<file path="config.mk">
export PLATFORM = sky130hd
export DESIGN_NAME = integer_kth_root
export DESIGN_NICKNAME = d
export VERILOG_FILES = /design/src/rtl/core/ikr_pkg.sv /design/src/rtl/core/integer_kth_root.sv /design/src/rtl/core/ikr_dpath.sv /design/src/rtl/core/ikr_ctrl.sv
export SDC_FILE = /design/constraint.sdc
export NUM_CORES = 2
export LEC_CHECK = 0
export ABC_AREA = 1
export ABC_CLOCK_PERIOD_IN_PS = 11500
export BUFFER_PORTS_ARGS = -buffer_cell sky130_fd_sc_hd__clkbuf_2
export CORE_UTILIZATION = 55
export CTS_CLUSTER_DIAMETER = 100
export DETAILED_ROUTE_END_ITERATION = 16
export PLACE_DENSITY = 0.7
export SLEW_MARGIN = 20
export SYNTH_ARGS = -nofsm -noshare
export SYNTH_HDL_FRONTEND = slang
export SYNTH_SLANG_ARGS = --single-unit
</file>
<file path="constraint.sdc">
create_clock -name i_clk -period 11.5 [get_ports i_clk]
set_input_delay 0.575 -clock i_clk [delete_from_list [all_inputs] [get_ports i_clk]]
set_output_delay 0.575 -clock i_clk [all_outputs]
set_load 0.02 [all_outputs]
</file>
<file path="src/rtl/core/ikr_pkg.sv">
// ---------------------------------------------------------------------------
// ikr_pkg
// Shared widths and the command/status bundles between controller and datapath.
// ---------------------------------------------------------------------------
`default_nettype none

package ikr_pkg;

    localparam int VALUE_W = 63;
    localparam int EXP_W   = 6;
    localparam int ROOT_W  = 32;
    localparam int BIT_W   = 5;
    localparam int HALF_W  = 32;

    // controller -> datapath
    typedef struct packed {
        logic load;      // capture operands, clear root
        logic trial;     // form next candidate, reset trial power
        logic mul_lo;    // low half of power times candidate
        logic mul_hi;    // high half of power times candidate
        logic accum;     // take the new power
        logic keep;      // candidate becomes the root
        logic next_bit;  // advance to the next lower root bit
    } t_cmd;

    // datapath -> controller
    typedef struct packed {
        logic fits;      // power times candidate does not exceed the value
        logic last_mul;  // this multiply completes candidate^k
        logic bit_zero;  // working on root bit 0
    } t_sts;

endpackage

`default_nettype wire

</file>
<file path="src/rtl/core/integer_kth_root.sv">
// Sequence: per root bit, one trial step, then per chained multiply of the
// candidate (1 to k, stopping at the first product past the value) a low-half
// multiply, a high-half multiply and a compare/accumulate step.
// Throughput: one item at a time; busy is high from the accepted beat until
// the strobe, which the receiver cannot stall.
// Reset: synchronous, active low; clears the sequencer, busy and the strobe.
// ---------------------------------------------------------------------------
// integer_kth_root
// Floor of the k-th root of a 63-bit value, built one root bit at a time.
// ---------------------------------------------------------------------------
`default_nettype none

module integer_kth_root #(
    parameter int VALUE_BITS = 63
) (
    input  wire                          i_clk,
    input  wire                          i_rst_n,
    // command side: a beat is taken when start is high and busy is low
    input  wire                          start,
    output logic                         busy,
    input  wire [ikr_pkg::VALUE_W-1:0]   i_value,
    input  wire [ikr_pkg::EXP_W-1:0]     i_exponent,
    // result side: o_root is good for the single cycle o_valid is high
    output logic                         o_valid,
    output logic [ikr_pkg::ROOT_W-1:0]   o_root
);

    ikr_pkg::t_cmd w_cmd;
    ikr_pkg::t_sts w_sts;

    // The controller walks root bits 31 down to 0. For each bit it asks the
    // datapath to form candidate = root | bit, then repeats: low-half multiply,
    // high-half multiply, recombine and compare. A product above the value
    // drops the candidate at once, so the trial power never leaves 63 bits.
    ikr_ctrl u_ctrl (
        .i_clk   (i_clk),
        .i_rst_n (i_rst_n),
        .i_start (start),
        .i_sts   (w_sts),
        .o_cmd   (w_cmd),
        .o_busy  (busy),
        .o_valid (o_valid)
    );

    // Hold operands, candidate and power; share one 32x32 multiplier for
    // both halves of the 63-bit power.
    ikr_dpath #(
        .VALUE_BITS (VALUE_BITS)
    ) u_dpath (
        .i_clk      (i_clk),
        .i_cmd      (w_cmd),
        .i_value    (i_value),
        .i_exponent (i_exponent),
        .o_sts      (w_sts),
        .o_root     (o_root)
    );

endmodule

`default_nettype wire

</file>
<file path="src/rtl/core/ikr_dpath.sv">
// ---------------------------------------------------------------------------
// ikr_dpath
// Root, candidate and trial-power registers around one shared 32x32 multiplier.
// ---------------------------------------------------------------------------
`default_nettype none

module ikr_dpath #(
    parameter int VALUE_BITS = 63
) (
    input  wire                          i_clk,
    input  wire ikr_pkg::t_cmd           i_cmd,
    input  wire [ikr_pkg::VALUE_W-1:0]   i_value,
    input  wire [ikr_pkg::EXP_W-1:0]     i_exponent,
    output ikr_pkg::t_sts                o_sts,
    output logic [ikr_pkg::ROOT_W-1:0]   o_root
);

    localparam int PROD_W = 2 * ikr_pkg::HALF_W;
    localparam int SUM_W  = 3 * ikr_pkg::HALF_W;

    logic [VALUE_BITS-1:0]          r_value;
    logic [ikr_pkg::EXP_W-1:0]      r_k;
    logic [ikr_pkg::ROOT_W-1:0]     r_root;
    logic [ikr_pkg::ROOT_W-1:0]     r_cand;
    logic [ikr_pkg::BIT_W-1:0]      r_bit;
    logic [VALUE_BITS-1:0]          r_pw;
    logic [ikr_pkg::EXP_W-1:0]      r_step;
    logic [PROD_W-1:0]              r_plo;
    logic [PROD_W-1:0]              r_phi;

    logic [PROD_W-1:0]              w_pw64;
    logic [ikr_pkg::HALF_W-1:0]     w_mul_a;
    logic [PROD_W-1:0]              w_prod;
    logic [SUM_W-1:0]               w_sum;

    assign w_pw64  = PROD_W'(r_pw);
    assign w_mul_a = i_cmd.mul_hi ? w_pw64[PROD_W-1:ikr_pkg::HALF_W]
                                  : w_pw64[ikr_pkg::HALF_W-1:0];
    assign w_prod  = PROD_W'(w_mul_a) * PROD_W'(r_cand);

    // recombine the two partial products and compare against the radicand
    assign w_sum = {r_phi, {ikr_pkg::HALF_W{1'b0}}} + SUM_W'(r_plo);

    always_comb begin
        o_sts.fits     = (w_sum <= SUM_W'(r_value));
        o_sts.last_mul = (r_step == (r_k - ikr_pkg::EXP_W'(1)));
        o_sts.bit_zero = (r_bit == '0);
    end

    assign o_root = r_root;

    always_ff @(posedge i_clk) begin
        if (i_cmd.load) begin
            r_value <= i_value[VALUE_BITS-1:0];
            // exponent zero behaves as exponent one
            r_k     <= (i_exponent == '0) ? ikr_pkg::EXP_W'(1) : i_exponent;
            r_root  <= '0;
            r_bit   <= '1;
        end
        if (i_cmd.trial) begin
            r_cand <= r_root | (ikr_pkg::ROOT_W'(1) << r_bit);
            r_pw   <= VALUE_BITS'(1);
            r_step <= '0;
        end
        if (i_cmd.mul_lo) begin
            r_plo <= w_prod;
        end
        if (i_cmd.mul_hi) begin
            r_phi <= w_prod;
        end
        if (i_cmd.accum) begin
            r_pw   <= w_sum[VALUE_BITS-1:0];
            r_step <= r_step + ikr_pkg::EXP_W'(1);
        end
        if (i_cmd.keep) begin
            r_root <= r_cand;
        end
        if (i_cmd.next_bit) begin
            r_bit <= r_bit - ikr_pkg::BIT_W'(1);
        end
    end

endmodule

`default_nettype wire

</file>
<file path="src/rtl/core/ikr_ctrl.sv">
// ---------------------------------------------------------------------------
// ikr_ctrl
// Sequencer: per root bit, chain up to k multiplies, stop once past the value.
// ---------------------------------------------------------------------------
`default_nettype none

module ikr_ctrl (
    input  wire                 i_clk,
    input  wire                 i_rst_n,
    input  wire                 i_start,
    input  wire ikr_pkg::t_sts  i_sts,
    output ikr_pkg::t_cmd       o_cmd,
    output logic                o_busy,
    output logic                o_valid
);

    typedef enum logic [2:0] {
        S_IDLE,
        S_TRIAL,
        S_MLO,
        S_MHI,
        S_ACC
    } t_state;

    t_state r_state;
    logic   r_busy;
    logic   r_valid;
    logic   w_done_bit;

    // candidate settled: rejected, or its full power fits
    assign w_done_bit = !i_sts.fits || i_sts.last_mul;

    always_comb begin
        o_cmd          = '0;
        o_cmd.load     = (r_state == S_IDLE) && i_start;
        o_cmd.trial    = (r_state == S_TRIAL);
        o_cmd.mul_lo   = (r_state == S_MLO);
        o_cmd.mul_hi   = (r_state == S_MHI);
        o_cmd.accum    = (r_state == S_ACC) && i_sts.fits;
        o_cmd.keep     = (r_state == S_ACC) && i_sts.fits && i_sts.last_mul;
        o_cmd.next_bit = (r_state == S_ACC) && w_done_bit && !i_sts.bit_zero;
    end

    always_ff @(posedge i_clk) begin
        if (!i_rst_n) begin
            r_state <= S_IDLE;
            r_busy  <= 1'b0;
            r_valid <= 1'b0;
        end else begin
            r_valid <= 1'b0;
            unique case (r_state)
                S_IDLE: begin
                    if (i_start) begin
                        r_state <= S_TRIAL;
                        r_busy  <= 1'b1;
                    end
                end
                S_TRIAL: r_state <= S_MLO;
                S_MLO:   r_state <= S_MHI;
                S_MHI:   r_state <= S_ACC;
                S_ACC: begin
                    priority if (!w_done_bit) begin
                        r_state <= S_MLO;
                    end else if (i_sts.bit_zero) begin
                        r_state <= S_IDLE;
                        r_busy  <= 1'b0;
                        r_valid <= 1'b1;
                    end else begin
                        r_state <= S_TRIAL;
                    end
                end
                default: begin
                    r_state <= S_IDLE;
                    r_busy  <= 1'b0;
                end
            endcase
        end
    end

    assign o_busy  = r_busy;
    assign o_valid = r_valid;

endmodule

`default_nettype wire

</file>
# ---- Word level (Yosys, flattened, before mapping)
# Cells that the tools add are included.
dict set report word_totals {
  elab_cells 64
  reg_bits 340
}
dict set report op_classes {
  reduce_logical 17
  n_eq_ne 8
  magnitude_cmp 1
  mux 18
  bitwise 2
  mul 1
  n_addsub 4
  n_shift 1
}
# cell n
set op_table {}
lappend op_table {{$mux W63} 2}
lappend op_table {{$add A96 B64 Y96} 1}
lappend op_table {{$le A96 B63 Y1} 1}
lappend op_table {{$mux W32} 3}
lappend op_table {{$mul A32 B32 Y64} 1}
lappend op_table {{$or A32 B32 Y32} 1}
lappend op_table {{$shl A1 B5 Y32 const A} 1}
lappend op_table {{$pmux W3 S5} 1}
lappend op_table {{$mux W6} 2}
lappend op_table {{$mux W5} 2}
lappend op_table {{$add A6 B1 Y6 const B} 1}
lappend op_table {{$eq A3 B2 Y1 const B} 2}
lappend op_table {{$eq A6 B6 Y1} 1}
lappend op_table {{$logic_not A6 Y1} 1}
lappend op_table {{$mux W3} 2}
lappend op_table {{$reduce_bool A2 Y1} 3}
lappend op_table {{$sub A6 B1 Y6 const B} 1}
lappend op_table {{$logic_and A1 B1 Y1} 5}
lappend op_table {{$logic_not A5 Y1} 1}
lappend op_table {{$mux W1} 5}
lappend op_table {{$sub A5 B1 Y5 const B} 1}
lappend op_table {{$ne A2 B1 Y1 const B} 2}
lappend op_table {{$reduce_and A4 Y1} 1}
lappend op_table {{$eq A3 B1 Y1 const B} 1}
lappend op_table {{9 further kinds} 10}

# ---- Depth between registers and ports, before layout
dict set report logic_depth {
  depth_word 7
  depth_mapped 37
  depth_no_buf 35
}

# ---- By module
# Synthesis repeated with hierarchy kept, for this count alone.
dict set report unflattened {
  cells_unflattened 5780
  hier_area_um2 50420.9
}
# mod n_inst cells_each seq_area_each_um2 area_per_inst_um2
set by_module_without_submodules {}
lappend by_module_without_submodules {ikr_dpath 1 5741 10059.6 50139.3}
lappend by_module_without_submodules {ikr_ctrl 1 39 100.1 281.5}

# ---- Worst setup path after synthesis
# OpenSTA, ideal clock, no wires.
dict set report synth_timing {
  path_kind {reg2reg}
  startpoint {register u_ctrl.r_state[0]}
  endpoint {register u_dpath.r_phi[47], data pin}
  stages_incl_launch_ff 33
  path_slack_ps 1963
  path_buffers 2
  t_arrival_ps 9274
  required_ps 11236
  path_cell_list {dfxtp_1 > inv_1 > nor3_1 > clkbuf_1 > or2_2 > o21ai_1 > clkbuf_1 > nor2_1 > fa_1 > inv_1 > fa_1 > fa_1 > fa_1 > inv_1 > fa_1 > inv_1 > fa_1 > inv_1 > fa_1 > fa_1 > ha_1 > nand2_1 > nor2_1 > inv_1 > nor2_1 > nor3_1 > nand2_1 > a21oi_1 > inv_1 > a31oi_1 > o21ai_0 > a21oi_1 > xnor2_1}
}
dict set report synth_via {
  elab_chain_cells 3
}
# item line_no
set synth_rtl {}
lappend synth_rtl {{start, declared} ikr_ctrl.sv:25} ;# t_state r_state;
lappend synth_rtl {{start signal, assigned} ikr_ctrl.sv:46} ;# r_state <= S_IDLE;
lappend synth_rtl {{start signal, assigned} ikr_ctrl.sv:54} ;# r_state <= S_TRIAL;
lappend synth_rtl {{start signal, assigned} ikr_ctrl.sv:58} ;# S_TRIAL: r_state <= S_MLO;
lappend synth_rtl {{$eq A3 B2 Y1} ikr_ctrl.sv:38} ;# o_cmd.mul_hi = (r_state == S_MHI);
lappend synth_rtl {{$mux W32} ikr_dpath.sv:37} ;# assign w_mul_a = i_cmd.mul_hi ? w_pw64[PROD_W-1:ikr_pkg::HALF_W]
lappend synth_rtl {{$mul A32 B32 Y64} ikr_dpath.sv:39} ;# assign w_prod = PROD_W'(w_mul_a) * PROD_W'(r_cand);
lappend synth_rtl {{via u_dpath.w_prod[47]} ikr_dpath.sv:33} ;# logic [PROD_W-1:0] w_prod;
lappend synth_rtl {{end signal, assigned} ikr_dpath.sv:69} ;# r_phi <= w_prod;
lappend synth_rtl {{end, declared} ikr_dpath.sv:29} ;# logic [PROD_W-1:0] r_phi;
# The timed path passes the listed nets, and every way through them passes these cells.
# A chain may end at the register's enable or synchronous reset.

# ---- Final worst setup path
dict set report layout_timing {
  startpoint {register u_ctrl.r_state[1]}
  endpoint {register u_dpath.r_plo[39], data pin}
}
dict set report layout_via {
  elab_chain_cells 3
}
# item line_no
set layout_rtl {}
lappend layout_rtl {{$eq A3 B2 Y1} ikr_ctrl.sv:38}
lappend layout_rtl {{$mux W32} ikr_dpath.sv:37}
lappend layout_rtl {{$mul A32 B32 Y64} ikr_dpath.sv:39}
lappend layout_rtl {{via u_dpath.w_prod[39]} ikr_dpath.sv:33}
lappend layout_rtl {{end signal, assigned} ikr_dpath.sv:66} ;# r_plo <= w_prod;
lappend layout_rtl {{end, declared} ikr_dpath.sv:28} ;# logic [PROD_W-1:0] r_plo;
# The timed path passes the listed nets, and every way through them passes these cells.

==> flow_summary.yaml <==
logic_synthesis:
  synth_cell_type_count: 51
  yosysMostFrequentCell: "inv_1"
  synth_common_cells: "inv_1, nand2_1, fa_1"
  synth_top_area_share: 0.3576
  synth_edf_count: 335
  synth_cells: 5762
  post_synth.cell_area_avg_um2: 8.714
  synth_area_um2: 50210
  async_reset_ff_frac: 0
  synth_top_area_cell: "fa_1"
  synth_area_leaders: "fa_1, edfxtp_1, inv_1"
  synth_nets: 7096
  ys.flop_type: "edfxtp_1"
  yosys_warnings: 0
  ys_ff_latch: 340
  yosysSeqAreaShare: 0.2023
floorplan:
  start_util: 0.5561
  die_y_um: 304.1
  top_level_ports: 106
  die_w_um: 304.1
  core_um2: 90290
  rows: 110
  die_area_um2: 92500
cts:
  numCtsBuffers: 40
  insertion_delay_ns: 0.58
  cts_root_buffer: "clkbuf_16"
  cts-htree-levels: 2
  cts_hold_buf: 0
  clockBufferDepth: 3
  postCtsSetupBuffers: 0
  post_cts_resized: 0
  cts_tree: "yes"
  clkTransAtPathRegs_ns: 0.07
  clkSinkCount: 340
routing:
  via_per_inst: 5.605
  final_antenna_net_count: 0
  first_iter_violations: 3970
  drt_wl_total_mm: 159.4
  first_pass_iters: 6
  post_drt_wl_per_cell_um: 22.82
  drc_errors: 0
  via_count: 39150
setup_path:
  worst_ep_required_time_ns: 11.81
  max_stage_delay_ns: 1.07
  cpMaxStageDelayCell: "o21ai_2"
  end_kind: "register"
  path_class: "register to register"
  cp-start-kind: "register"
  worstPathMaxFanout: 20
  arrival_ns: 10.47
  cp_common_cell: "inv_1"
  worst-r2r-setup-slack_ns: 1.34
global_route:
  antenna_found_initial: 5
  gr-total-overflow: 0
  grt_pass1_vias: 39830
  grt_pass1_wl_mm: 243.2
  grt_use_total: 0.3530
  grt_max_degree: 96
layout:
  antenna_cells: 0
  syn_to_final_growth_pct: 6.125
  finalNetCount: 7113
  layout-drive-gt1-share: 0.05835
sta:
  setup_violations: 0
  rsz0062_at_grt: "false"
  max_freq_ghz: 0.09844
  drv_slew: 0
  fin_setup_tns_ns: 0
  clock_skew_ns: 0.01536
  relSlewSlack: 0.1575
  fin_crit_sh: 0.8833
  tightest_slew_ns: 1.264
  hold_viol_final: 0
  final.min_clock_period_ns: 10.16
run_status:
  status: "completed"
min_path:
  hold_class: "input pin to register"
place:
  gp_congestion: 1.021
  dpl.hpwl_mm: 131.4
  port_buffers: 105
job:
  max_cap_violations: 0
==> final timing paths <==
kind,from,to,cells after the start
setup / recovery,u_ctrl.r_state[1],u_dpath.r_plo[39],31
hold / removal,i_value[49],u_dpath.r_value[49],1
setup reg to reg,u_ctrl.r_state[1],u_dpath.r_plo[39],31
hold reg to reg,u_dpath.r_plo[0],u_dpath.r_pw[0],2
==> kinds of logic after synthesis <==
kind of cell,count (synthesis),synth area share
buffers and inverters,1560,0.1175
AO/OA/AOI/OAI,350,0.04014
XOR/XNOR,101,0.01762
AND/OR/NAND/NOR,2149,0.1738
flip-flops,340,0.2023
adder cells (fa/ha/maj),1262,0.4486
==> placed cells by master, fill, tap and decap left out, types with 7 or more instances in the layout <==
| cell type | Yosys | layout |
|---|---|---|
| clkbuf_1 | 185 | 7 |
| nand4_1 | 31 | 31 |
| nand2_1 | 1017 | 1016 |
| o21bai_1 | 40 | 40 |
| edfxtp_1 | 335 | 335 |
| clkbuf_2 | 0 | 105 |
| nand3_1 | 106 | 106 |
| or2_2 | 35 | 35 |
| nor3_1 | 30 | 28 |
| fa_1 | 897 | 897 |
| buf_4 | 0 | 66 |
| o21ai_1 | 22 | 25 |
| o21ai_0 | 73 | 58 |
| a31oi_1 | 24 | 24 |
| nor4_1 | 11 | 11 |
| nor2_4 | 9 | 11 |
| nand3b_1 | 16 | 16 |
| clkbuf_16 | 0 | 40 |
| ha_1 | 365 | 365 |
| o21ai_2 | 0 | 11 |
| o21a_1 | 13 | 13 |
| nor2_2 | 32 | 32 |
| clkinv_1 | 14 | 22 |
| a21oi_1 | 144 | 144 |
| clkinv_2 | 0 | 7 |
| nor2_1 | 842 | 840 |
| xor2_1 | 64 | 64 |
| inv_1 | 1342 | 1342 |
| xnor2_1 | 37 | 37 |
==> sequential cells by signal, indices dropped and copies added (netlist names) <==
signal / flops
u_ctrl.o_busy: 1
u_dpath.r_k: 6
u_dpath.r_phi: 64
u_dpath.r_pw: 63
u_dpath.o_root: 32
u_ctrl.o_valid: 1
u_dpath.r_plo: 64
u_dpath.r_bit: 5
u_dpath.r_value: 63
u_dpath.r_step: 6
u_dpath.r_cand: 32
u_ctrl.r_state: 3
==> per-stage QoR <==
| stage | area (um^2) | std cells | hold slack [ns] | setup slack, ns | utilization |
|---|---|---|---|---|---|
| floorplan | 50210 | 5762 | 0.4947 | 1.963 | - |
| global placement | 52000 | 6911 | 0.5203 | 1.462 | 0.5760 |
| detailed placement | 52000 | 6911 | 0.5239 | 1.593 | 0.5760 |
| CTS | 53250 | 6984 | 0.1474 | 1.497 | 0.5898 |
| global route | 53290 | 6986 | 0.1510 | 1.006 | 0.5902 |
| finish | 53290 | 6986 | 0.1769 | 1.342 | 0.5902 |
==> critical path, delay by kind of cell, from the launching register on <==
kind | cells | cell delay, ns
AND/OR/NAND/NOR | 7 | 1.24
AO/OA/AOI/OAI | 4 | 2.08
XOR/XNOR | 1 | 0.45
flip-flops | 1 | 0.37
buffers and inverters | 10 | 1.74
adder cells (fa/ha/maj) | 9 | 4.00
==> layout make-up <==
class                           instances  area, um^2
Timing Repair Buffer                  174        1071
Sequential cell                       340       10160
Fill cell                            7994       37000
Clock inverter                         26       216.5
Tap cell                             1176        1471
Inverter                             1361        5109
Multi-Input combinational cell       3862       34230
Clock buffer                           47        1027
==> metal layers <==
metal | GRT usage | vias up | part of all wire
li1 | - | 17230 | -
met1 | 0.4819 | 19420 | 0.40
met2 | 0.5370 | 2113 | 0.44
met3 | 0.1009 | 375 | 0.12
met4 | 0.1302 | 10 | 0.042
met5 | 0 | - | 0.00055
Power is not shown: default switching activity piles up to over one toggle a cycle in this logic, so the estimate is an artifact.
